File: src/hw/rtl/cwmt_pkg.sv
// shared types, codes and defaults for the channel window message-id tracker
// no dependencies
package cwmt_pkg;

  // default sizes
  localparam int WINDOW_MAX_DEF = 8;
  localparam int CHANNELS_DEF   = 8;

  // channel number constants
  localparam logic [31:0] CHAN_ALL_ONES = 32'hffff_ffff;
  localparam int          CTRL_LSB      = 24;
  localparam int          CTRL_W        = 7;

  // operation codes
  localparam logic [2:0] OP_OPEN      = 3'd0;
  localparam logic [2:0] OP_CLOSE     = 3'd1;
  localparam logic [2:0] OP_CLOSE_CTL = 3'd2;
  localparam logic [2:0] OP_SEND      = 3'd3;
  localparam logic [2:0] OP_CONFIRM   = 3'd4;

  // result status codes
  localparam logic [2:0] STS_OK         = 3'd0;
  localparam logic [2:0] STS_WIN_FULL   = 3'd1;
  localparam logic [2:0] STS_ID_MISSING = 3'd2;
  localparam logic [2:0] STS_UNKNOWN    = 3'd3;
  localparam logic [2:0] STS_TABLE_FULL = 3'd4;
  localparam logic [2:0] STS_NOT_FOUND  = 3'd5;

  // input beat
  typedef struct packed {
    logic [2:0]  op;
    logic [7:0]  app_id;
    logic [31:0] chan_number;
    logic [15:0] message_id;
    logic [7:0]  window_req;
    logic [6:0]  controller_num;
  } in_item_t;

  // result beat
  typedef struct packed {
    logic [2:0] status;
    logic [3:0] closed_count;
  } out_item_t;

  // controller to datapath commands
  typedef struct packed {
    logic load;
    logic look;
    logic rd_en;
    logic pass2;
    logic finish;
  } dp_cmd_t;

  // datapath to controller status
  typedef struct packed {
    logic scan;
    logic found;
  } dp_stat_t;

endpackage

File: src/hw/rtl/cwmt_ctrl.sv
// sequencer for the tracker: lookup, slot scans and result timing
// depends on cwmt_pkg
module cwmt_ctrl #(
  parameter int  WINDOW_MAX = cwmt_pkg::WINDOW_MAX_DEF,
  localparam int SW = (WINDOW_MAX > 1) ? $clog2(WINDOW_MAX) : 1
) (
  input  logic               clk,
  input  logic               rst_n,
  input  logic               start,
  output logic               busy,
  input  cwmt_pkg::dp_stat_t stat,
  output cwmt_pkg::dp_cmd_t  cmd,
  output logic [SW-1:0]      rd_slot
);
  import cwmt_pkg::*;

  localparam int CW = $clog2(WINDOW_MAX + 1);

  typedef enum logic [5:0] {
    S_IDLE  = 6'b000001,
    S_LOOK  = 6'b000010,
    S_SCAN1 = 6'b000100,
    S_CHK   = 6'b001000,
    S_SCAN2 = 6'b010000,
    S_FIN   = 6'b100000
  } state_t;

  state_t        state_r, state_nxt;
  logic [CW-1:0] cnt_r, cnt_nxt;
  logic          cnt_end;

  assign cnt_end = (cnt_r == CW'(WINDOW_MAX));
  assign busy    = (state_r != S_IDLE);
  assign rd_slot = cnt_r[SW-1:0];

  // next state and commands
  always_comb begin
    state_nxt  = state_r;
    cnt_nxt    = cnt_r;
    cmd        = '0;
    case (state_r)
      S_IDLE: begin
        if (start) begin
          cmd.load  = 1'b1;
          state_nxt = S_LOOK;
        end
      end
      S_LOOK: begin
        cmd.look  = 1'b1;
        cnt_nxt   = '0;
        state_nxt = stat.scan ? S_SCAN1 : S_FIN;
      end
      S_SCAN1: begin
        cmd.rd_en = !cnt_end;
        if (cnt_end) begin
          cnt_nxt   = '0;
          state_nxt = S_CHK;
        end else begin
          cnt_nxt = cnt_r + 1'b1;
        end
      end
      S_CHK: begin
        state_nxt = stat.found ? S_SCAN2 : S_FIN;
      end
      S_SCAN2: begin
        cmd.pass2 = 1'b1;
        cmd.rd_en = !cnt_end;
        if (cnt_end) begin
          cnt_nxt   = '0;
          state_nxt = S_FIN;
        end else begin
          cnt_nxt = cnt_r + 1'b1;
        end
      end
      S_FIN: begin
        cmd.finish = 1'b1;
        state_nxt  = S_IDLE;
      end
      default: begin
        state_nxt = S_IDLE;
      end
    endcase
  end

  // state registers
  always_ff @(posedge clk) begin
    if (!rst_n) begin
      state_r <= S_IDLE;
      cnt_r   <= '0;
    end else begin
      state_r <= state_nxt;
      cnt_r   <= cnt_nxt;
    end
  end

endmodule

File: src/hw/rtl/cwmt_dp.sv
// datapath: channel table, outstanding-slot flags, slot memory and result register
// depends on cwmt_pkg
module cwmt_dp #(
  parameter int  WINDOW_MAX = cwmt_pkg::WINDOW_MAX_DEF,
  parameter int  CHANNELS   = cwmt_pkg::CHANNELS_DEF,
  localparam int SW = (WINDOW_MAX > 1) ? $clog2(WINDOW_MAX) : 1
) (
  input  logic                clk,
  input  logic                rst_n,
  input  cwmt_pkg::in_item_t  in_item,
  input  cwmt_pkg::dp_cmd_t   cmd,
  input  logic [SW-1:0]       rd_slot,
  output cwmt_pkg::dp_stat_t  stat,
  output logic                out_valid,
  output cwmt_pkg::out_item_t out_item
);
  import cwmt_pkg::*;

  localparam int CIW = (CHANNELS > 1) ? $clog2(CHANNELS) : 1;
  localparam int WW  = $clog2(WINDOW_MAX + 1);
  localparam int CLW = $clog2(CHANNELS + 1);
  localparam int AW  = CIW + SW;
  localparam int MD  = 1 << AW;
  localparam int DW  = SW + 16;

  // held item
  in_item_t item_r;

  // channel table
  logic [CHANNELS-1:0]   valid_r;
  logic [7:0]            owner_r [CHANNELS];
  logic [31:0]           key_r   [CHANNELS];
  logic [WW-1:0]         win_r   [CHANNELS];
  logic [WINDOW_MAX-1:0] busy_r  [CHANNELS];

  // slot memory: {age, id}
  logic [DW-1:0] mem [MD];
  logic [DW-1:0] mem_q_r;
  logic          rd_v_r;
  logic [SW-1:0] rd_slot_r;
  logic          rd_p2_r;

  // lookup results
  logic                hit, free_ok;
  logic [CIW-1:0]      hidx, fidx;
  logic [CHANNELS-1:0] ctlm;
  logic                hit_r, free_ok_r;
  logic [CIW-1:0]      hidx_r, fidx_r;
  logic [CHANNELS-1:0] ctlm_r;

  // best match of the confirm scan
  logic          best_ok_r;
  logic [SW-1:0] best_slot_r;
  logic [SW-1:0] best_age_r;

  // finish stage
  logic [WINDOW_MAX-1:0] row;
  logic [WW-1:0]         n_busy;
  logic [SW-1:0]         ffree;
  logic [WW-1:0]         new_win;
  logic [CLW-1:0]        ctl_cnt;
  logic [3:0]            closed;
  logic [2:0]            status;
  logic                  is_cc;
  logic [CIW-1:0]        cidx;
  logic                  open_ok, send_ok, conf_ok;

  // memory write side
  logic          we;
  logic [AW-1:0] waddr;
  logic [DW-1:0] wdata;
  logic [SW-1:0] q_age;
  logic [15:0]   q_id;
  logic          q_busy;

  logic     out_valid_r;
  out_item_t out_r;

  // channel lookup over the table
  always_comb begin
    hit     = 1'b0;
    hidx    = '0;
    free_ok = 1'b0;
    fidx    = '0;
    ctlm    = '0;
    for (int c = CHANNELS - 1; c >= 0; c--) begin
      if (valid_r[c] && owner_r[c] == item_r.app_id && key_r[c] == item_r.chan_number) begin
        hit  = 1'b1;
        hidx = CIW'(c);
      end
      if (!valid_r[c]) begin
        free_ok = 1'b1;
        fidx    = CIW'(c);
      end
      ctlm[c] = valid_r[c] && owner_r[c] == item_r.app_id &&
                key_r[c][CTRL_LSB +: CTRL_W] == item_r.controller_num;
    end
  end

  assign stat.scan  = (item_r.op == OP_CONFIRM) && hit;
  assign stat.found = best_ok_r;

  // item and lookup registers
  always_ff @(posedge clk) begin
    if (cmd.load) begin
      item_r <= in_item;
    end
    if (cmd.look) begin
      hit_r     <= hit;
      hidx_r    <= hidx;
      free_ok_r <= free_ok;
      fidx_r    <= fidx;
      ctlm_r    <= ctlm;
    end
  end

  // window row of the found channel
  assign row    = busy_r[hidx_r];
  assign q_age  = mem_q_r[DW-1:16];
  assign q_id   = mem_q_r[15:0];
  assign q_busy = row[rd_slot_r];

  // occupancy, first free slot, clamped window, closed count
  always_comb begin
    n_busy = '0;
    ffree  = '0;
    for (int s = WINDOW_MAX - 1; s >= 0; s--) begin
      n_busy = n_busy + WW'(row[s]);
      if (!row[s]) begin
        ffree = SW'(s);
      end
    end
    if (item_r.window_req > 8'(WINDOW_MAX)) begin
      new_win = WW'(WINDOW_MAX);
    end else if (item_r.window_req == 8'd0) begin
      new_win = WW'(1);
    end else begin
      new_win = WW'(item_r.window_req);
    end
    ctl_cnt = '0;
    for (int c = 0; c < CHANNELS; c++) begin
      ctl_cnt = ctl_cnt + CLW'(ctlm_r[c]);
    end
  end

  // result and action decode
  always_comb begin
    is_cc   = (item_r.op == OP_CLOSE_CTL) ||
              (item_r.op == OP_CLOSE && item_r.chan_number == CHAN_ALL_ONES);
    cidx    = (item_r.op == OP_OPEN && !hit_r) ? fidx_r : hidx_r;
    open_ok = hit_r || free_ok_r;
    send_ok = hit_r && (n_busy < win_r[hidx_r]);
    conf_ok = hit_r && best_ok_r;
    status  = STS_OK;
    closed  = 4'd0;
    case (item_r.op)
      OP_OPEN: begin
        if (!open_ok) status = STS_TABLE_FULL;
      end
      OP_CLOSE, OP_CLOSE_CTL: begin
        if (is_cc) begin
          closed = (ctl_cnt > CLW'(15)) ? 4'd15 : 4'(ctl_cnt);
        end else if (hit_r) begin
          closed = 4'd1;
        end else begin
          status = STS_NOT_FOUND;
        end
      end
      OP_SEND: begin
        if (!hit_r) status = STS_UNKNOWN;
        else if (!send_ok) status = STS_WIN_FULL;
      end
      OP_CONFIRM: begin
        if (!hit_r) status = STS_UNKNOWN;
        else if (!best_ok_r) status = STS_ID_MISSING;
      end
      default: begin
        status = STS_OK;
      end
    endcase
  end

  // table updates at finish
  always_ff @(posedge clk) begin
    if (!rst_n) begin
      valid_r <= '0;
      for (int c = 0; c < CHANNELS; c++) begin
        busy_r[c] <= '0;
      end
    end else if (cmd.finish) begin
      case (item_r.op)
        OP_OPEN: begin
          if (open_ok) begin
            valid_r[cidx] <= 1'b1;
            owner_r[cidx] <= item_r.app_id;
            key_r[cidx]   <= item_r.chan_number;
            win_r[cidx]   <= new_win;
            busy_r[cidx]  <= '0;
          end
        end
        OP_CLOSE, OP_CLOSE_CTL: begin
          if (is_cc) begin
            for (int c = 0; c < CHANNELS; c++) begin
              if (ctlm_r[c]) begin
                valid_r[c] <= 1'b0;
                busy_r[c]  <= '0;
              end
            end
          end else if (hit_r) begin
            valid_r[hidx_r] <= 1'b0;
            busy_r[hidx_r]  <= '0;
          end
        end
        OP_SEND: begin
          if (send_ok) busy_r[hidx_r][ffree] <= 1'b1;
        end
        OP_CONFIRM: begin
          if (conf_ok) busy_r[hidx_r][best_slot_r] <= 1'b0;
        end
        default: begin
          valid_r <= valid_r;
        end
      endcase
    end
  end

  // read pipeline tags
  always_ff @(posedge clk) begin
    if (!rst_n) begin
      rd_v_r <= 1'b0;
    end else begin
      rd_v_r <= cmd.rd_en;
    end
    rd_slot_r <= rd_slot;
    rd_p2_r   <= cmd.pass2;
  end

  // oldest matching id, first pass
  always_ff @(posedge clk) begin
    if (!rst_n) begin
      best_ok_r <= 1'b0;
    end else if (cmd.look) begin
      best_ok_r <= 1'b0;
    end else if (rd_v_r && !rd_p2_r && q_busy && q_id == item_r.message_id &&
                 (!best_ok_r || q_age < best_age_r)) begin
      best_ok_r <= 1'b1;
    end
    if (rd_v_r && !rd_p2_r && q_busy && q_id == item_r.message_id &&
        (!best_ok_r || q_age < best_age_r)) begin
      best_slot_r <= rd_slot_r;
      best_age_r  <= q_age;
    end
  end

  // memory write: new id on send, age shift on the second pass
  always_comb begin
    we    = 1'b0;
    waddr = {hidx_r, ffree};
    wdata = {n_busy[SW-1:0], item_r.message_id};
    if (cmd.finish && item_r.op == OP_SEND && send_ok) begin
      we = 1'b1;
    end else if (rd_v_r && rd_p2_r && q_busy && q_age > best_age_r) begin
      we    = 1'b1;
      waddr = {hidx_r, rd_slot_r};
      wdata = {q_age - 1'b1, q_id};
    end
  end

  // slot memory
  always_ff @(posedge clk) begin
    if (we) begin
      mem[waddr] <= wdata;
    end
    if (cmd.rd_en) begin
      mem_q_r <= mem[{hidx_r, rd_slot}];
    end
  end

  // result register
  always_ff @(posedge clk) begin
    if (!rst_n) begin
      out_valid_r <= 1'b0;
    end else begin
      out_valid_r <= cmd.finish;
    end
    if (cmd.finish) begin
      out_r.status       <= status;
      out_r.closed_count <= closed;
    end
  end

  assign out_valid = out_valid_r;
  assign out_item  = out_r;

endmodule

File: src/hw/rtl/channel_window_msgid_tracker.sv
// Sequence: an accepted item is loaded, looked up in the channel table and finished, and its
// result strobe is registered; a confirm on a known channel sweeps the slot memory once and, if
// the id is found, again, one slot per cycle through its single read port. A new item is taken
// only once the last one is finished and the block is idle; the receiver cannot stall results.
// Reset (synchronous, rst_n low) empties the channel table and all slot flags at once.
// depends on cwmt_pkg, cwmt_ctrl, cwmt_dp
module channel_window_msgid_tracker #(
  parameter int WINDOW_MAX = cwmt_pkg::WINDOW_MAX_DEF,
  parameter int CHANNELS   = cwmt_pkg::CHANNELS_DEF
) (
  input  logic                clk,
  input  logic                rst_n,
  input  logic                start,
  output logic                busy,
  input  cwmt_pkg::in_item_t  in_item,
  output logic                out_valid,
  output cwmt_pkg::out_item_t out_item
);
  import cwmt_pkg::*;

  localparam int SW = (WINDOW_MAX > 1) ? $clog2(WINDOW_MAX) : 1;

  dp_cmd_t       cmd;
  dp_stat_t      stat;
  logic [SW-1:0] rd_slot;

  // sequencer
  cwmt_ctrl #(.WINDOW_MAX(WINDOW_MAX)) u_ctrl (
    .clk     (clk),
    .rst_n   (rst_n),
    .start   (start),
    .busy    (busy),
    .stat    (stat),
    .cmd     (cmd),
    .rd_slot (rd_slot)
  );

  // table and slot storage
  cwmt_dp #(.WINDOW_MAX(WINDOW_MAX), .CHANNELS(CHANNELS)) u_dp (
    .clk       (clk),
    .rst_n     (rst_n),
    .in_item   (in_item),
    .cmd       (cmd),
    .rd_slot   (rd_slot),
    .stat      (stat),
    .out_valid (out_valid),
    .out_item  (out_item)
  );

endmodule

File: config.mk
export PLATFORM = sky130hd
export DESIGN_NAME = channel_window_msgid_tracker
export DESIGN_NICKNAME = d
export VERILOG_FILES = /design/src/hw/rtl/cwmt_pkg.sv /design/src/hw/rtl/cwmt_ctrl.sv /design/src/hw/rtl/cwmt_dp.sv /design/src/hw/rtl/channel_window_msgid_tracker.sv
export SDC_FILE = /design/constraint.sdc
export NUM_CORES = 2
export LEC_CHECK = 0
export ABC_CLOCK_PERIOD_IN_PS = 12300
export BUFFER_PORTS_ARGS = -buffer_cell sky130_fd_sc_hd__buf_2
export CAP_MARGIN = 5
export CELL_PAD_IN_SITES_DETAIL_PLACEMENT = 0
export CELL_PAD_IN_SITES_GLOBAL_PLACEMENT = 1
export CORE_ASPECT_RATIO = 1.2
export CORE_MARGIN = 4
export CORE_UTILIZATION = 60
export CTS_CLUSTER_DIAMETER = 50
export DETAILED_ROUTE_END_ITERATION = 8
export MAX_ROUTING_LAYER = met4
export PLACE_DENSITY = 0.95
export SETUP_SLACK_MARGIN = 0.3
export SKIP_CTS_REPAIR_TIMING = 1
export SYNTH_ARGS = -nofsm -noshare
export SYNTH_HDL_FRONTEND = slang
export SYNTH_HIERARCHICAL = 1
export SYNTH_SLANG_ARGS = --single-unit
File: constraint.sdc
create_clock -name clk -period 12.3 [get_ports clk]
set_input_delay 1.845 -clock clk [delete_from_list [all_inputs] [get_ports clk]]
set_output_delay 1.845 -clock clk [all_outputs]
set_load 0.05 [all_outputs]
==> summary.txt <==
Global route
  • Gr usage total: 0.3136
  • Initial antenna violation count: 3
  • First-pass GRT wire length: 271400 um
  • Pin count of the biggest net entering global routing: 135
  • GRT overflow: 0
  • Vias in the first global route: approximately 38k

Worst setup path
  • CP Capture Type: flip-flop
  • CP Max Fanout: 35
  • Delay-heaviest family, CP: adder cells
  • CP max stage cell: nor2_2
  • Most used cell, CP: fa_1
  • CP arrival: between 9000 and 10000 ps
  • CP Buf/Inv Count: 5
  • Critical Path RT: ~13000 ps
  • Max stage delay on crit path: approximately 1100 ps
  • CP Launch Point: u_dp/hidx_r[0]
  • Worst path cell trace: buf_4 -> buf_4 -> mux4_2 -> a2111oi_4 -> fa_1 -> inv_1 -> fa_1 -> fa_1 -> ha_1 -> inv_1 -> fa_1 -> xnor2_1 -> ha_1 -> a211oi_1 -> o21ai_0 -> a21oi_1 -> o211ai_1 -> nor3b_4 -> buf_4 -> mux2i_4 -> nor2_2
  • R2R Path Start: u_dp/hidx_r[0]
  • CP Class: reg -> reg
  • Startpoint types: flip-flop

Pwr
  • Final Power: between 10 and 15 mW
  • Leakage Power: 24.47 nW
  • Pwr/cell area: around 160 mW/mm^2
  • VDD IR max: between 0.1 and 0.15 mV

Clock network
  • Clock Sinks: about 1.8k
  • Htree depth: 4
  • CTS Buffer Depth: 3
  • Clk Latency, worst-skew pair: between 700 and 800 ps
  • TritonCTS buffer count: 171
  • Root buffer cell: clkbuf_16
  • CTS tree: done
  • CTS clock-pin slew for the worst setup and hold paths: roughly 60 ps

Synth
  • Mapped Cells: around 3.7k
  • Synth Warn #: 6
  • Synth area leader: edfxtp_1
  • Syn Area/Cell: between 15 and 20 sq um
  • Cell Area, Synth: just over 0.07 sq mm
  • Yosys top cell area share: 0.7334
  • Number of enable flip-flop cells after synthesis: ~1.8k
  • Top post-synthesis cells by area: edfxtp_1, mux4_2, xnor2_1
  • Yosys cell types: 82
  • Async SR Flop Fraction: 0
  • Synthesis-stage register bit count: 1779
  • Syn nets: approximately 3.8k
  • Top FF cell, synth: edfxtp_1
  • Sequential fraction of the synthesis area: 0.7404

Drt
  • Iter 0 DRT Violations: about 5.7k
  • Wirelength, routed: roughly 190000 um
  • Routed Antenna Nets: 0
  • Vias per std cell: 6.804
  • Detailed Routing Iterations Pass 1: 5
  • Vias post-DR: around 38k
  • Wirelength per Cell: ~34 um
  • Residual DRC: 0

Run status
  • Outcome: finished clean

Timing
  • Worst Tran Pin Value: between 1000 and 1500 ps
  • Final hold violations: 0
  • Clk_skew: between 30 and 40 ps
  • Setup-failing EPs final: 0
  • Fmax: 109.2 MHz
  • Period utilisation layout: 0.7445
  • WHS: approximately 460 ps
  • Rel. slew slack: 0.1909
  • Slew Limit Fails: 0
  • Setup TNS: 0 ps
  • Final Critical Period: between 9000 and 10000 ps
  • RSZ-0062 raised after global routing: false

Final layout
  • Reg area: around 0.053 sq mm
  • Area of the multi-input gates: 0.01790 sq mm
  • Final nets: a little under 4k
  • P&R area growth vs syn: 11.14%
  • Fillcell total: 7167
  • Share of layout cells above drive strength 1: 0.2197

Floorplan
  • Starting density of the core: 0.6063
  • Die Wd: 323.8 um
  • Num rows: between 100 and 150
  • Top Ports: 86
  • Die Ht: 387.0 um
  • Core Region: 0.1184 sq mm
  • Die area: roughly 0.13 sq mm

Flow run
  • Max-cap viol count: 0

Worst hold path
  • HP Class: reg -> reg
  • HP Start: u_ctrl/cnt_r[3]

Placement
  • Routability Congestion: about 0.94
  • IO buf count: 85
  • Detail Placement HPWL: around 110000 um
==> synth_stat cells, types with 4 or more instances <==
cell and instances:
a211oi_1 6, a21boi_0 12, a21oi_1 20, a22oi_1 5, a31oi_1 4, and2_1 11
and3_1 20, buf_1 16, buf_2 36, buf_4 9, buf_6 10, clkbuf_1 112
dfxtp_1 25, edfxtp_1 1754, fa_1 8, ha_1 15, inv_1 39, mux2_2 8
mux2_4 20, mux2i_1 118, mux2i_4 6, mux4_2 341, nand2_1 72, nand2b_1 9
nand3_1 30, nand4_1 68, nor2_1 197, nor2b_1 20, nor3_1 37, nor3b_1 11
nor4_1 52, o211a_1 4, o211ai_1 7, o21ai_0 82, o21ai_1 10, o22ai_1 47
o32ai_1 6, or3_1 4, or4_1 4, xnor2_1 236, xor2_1 163
==> worst reg2reg max path, stage by stage, from the launching register on <==
cell,delay (ps)
edfxtp_1,320
buf_4,260
buf_4,710
mux4_2,640
a2111oi_4,630
fa_1,520
inv_1,80
fa_1,430
fa_1,500
ha_1,180
inv_1,70
fa_1,430
xnor2_1,190
ha_1,350
a211oi_1,100
o21ai_0,100
a21oi_1,130
o211ai_1,220
nor3b_4,910
buf_4,570
mux2i_4,350
nor2_2,1080
==> per-layer routing <==
metal  vias up  wire (um)  GRT usage
li1      15170          -          -
met1     19160      62010     0.3869
met2      2828      92590     0.4902
met3       603      20110    0.06114
met4         0      14130     0.1804
met5         -          0          -
==> cell usage in the layout, fill, tap and decap left out, drive strengths merged, types with 69 or more instances in the layout <==
master  instances
nand2          73
nor2          197
xor2          163
clkinv         71
clkbuf        208
xnor2         236
mux2i         124
edfxtp       1754
o21ai          92
mux4          341
buf           161
nand4          69
==> stage by stage <==
stage,instances,utilization,instance area [sq um],worst slack [ps]
global route,5548,0.6738,79810,2810
global placement,5231,0.6263,74180,3600
floorplan,3714,-,71810,4481
detailed placement,5231,0.6263,74180,3320
CTS,5546,0.6737,79800,3198
finish,5549,0.6738,79810,3143
==> cell type report <==
type,instances,area share
sequential,1779,0.6663
multi-input combinational,1711,0.2243
clock buffer,208,0.05735
tap,1540,0.02414
clock inverter,107,0.01314
timing repair buffer,161,0.01279
inverter,40,0.001881
antenna,3,0.00009406
==> state kept, by name, summed over array words and instances, names as in the netlist, 3 cells and up <==
name / cells
u_dp/valid_r: 8
u_dp/out_item: 7
u_dp/busy_r: 64
u_dp/fidx_r: 3
u_ctrl/state_r: 6
u_dp/owner_r: 64
u_dp/win_r: 32
u_dp/item_r: 74
u_ctrl/cnt_r: 4
u_dp/ctlm_r: 8
u_dp/key_r: 256
u_dp/best_age_r: 3
u_dp/rd_slot_r: 3
u_dp/best_slot_r: 3
u_dp/hidx_r: 3
u_dp/mem: 1216
u_dp/mem_q_r: 19
==> path summary, 6_finish.rpt <==
check / endpoint / slack (ps) / cells past startpoint
worst max-delay path: u_dp/mem[3][6] / 3140 / 21
worst min-delay path: u_ctrl/cnt_r[3] / 460 / 1
worst max register to register: u_dp/mem[3][6] / 3140 / 21
worst min register to register: u_ctrl/cnt_r[3] / 460 / 1
==> where the power goes <==
| group | total, mW | switching (mW) | leakage [nW] | internal, mW |
|---|---|---|---|---|
| combinational | 0.567 | 0.435 | 5.65 | 0.132 |
| clock | 5.28 | 2.26 | 2.71 | 3.02 |
| sequential | 6.88 | 0.0583 | 16.1 | 6.82 |
| total | 12.7 | 2.75 | 24.5 | 9.97 |
==> logic make-up after synthesis <==
family,share of synthesized area
adder cells (fa/ha/maj),0.004843
XOR/XNOR,0.04866
AND/OR/NAND/NOR,0.03931
AO/OA/AOI/OAI,0.02185
multiplexers,0.1309
buffers and inverters,0.01408
flip-flops,0.7404
Power figures use the tool's default switching activity.
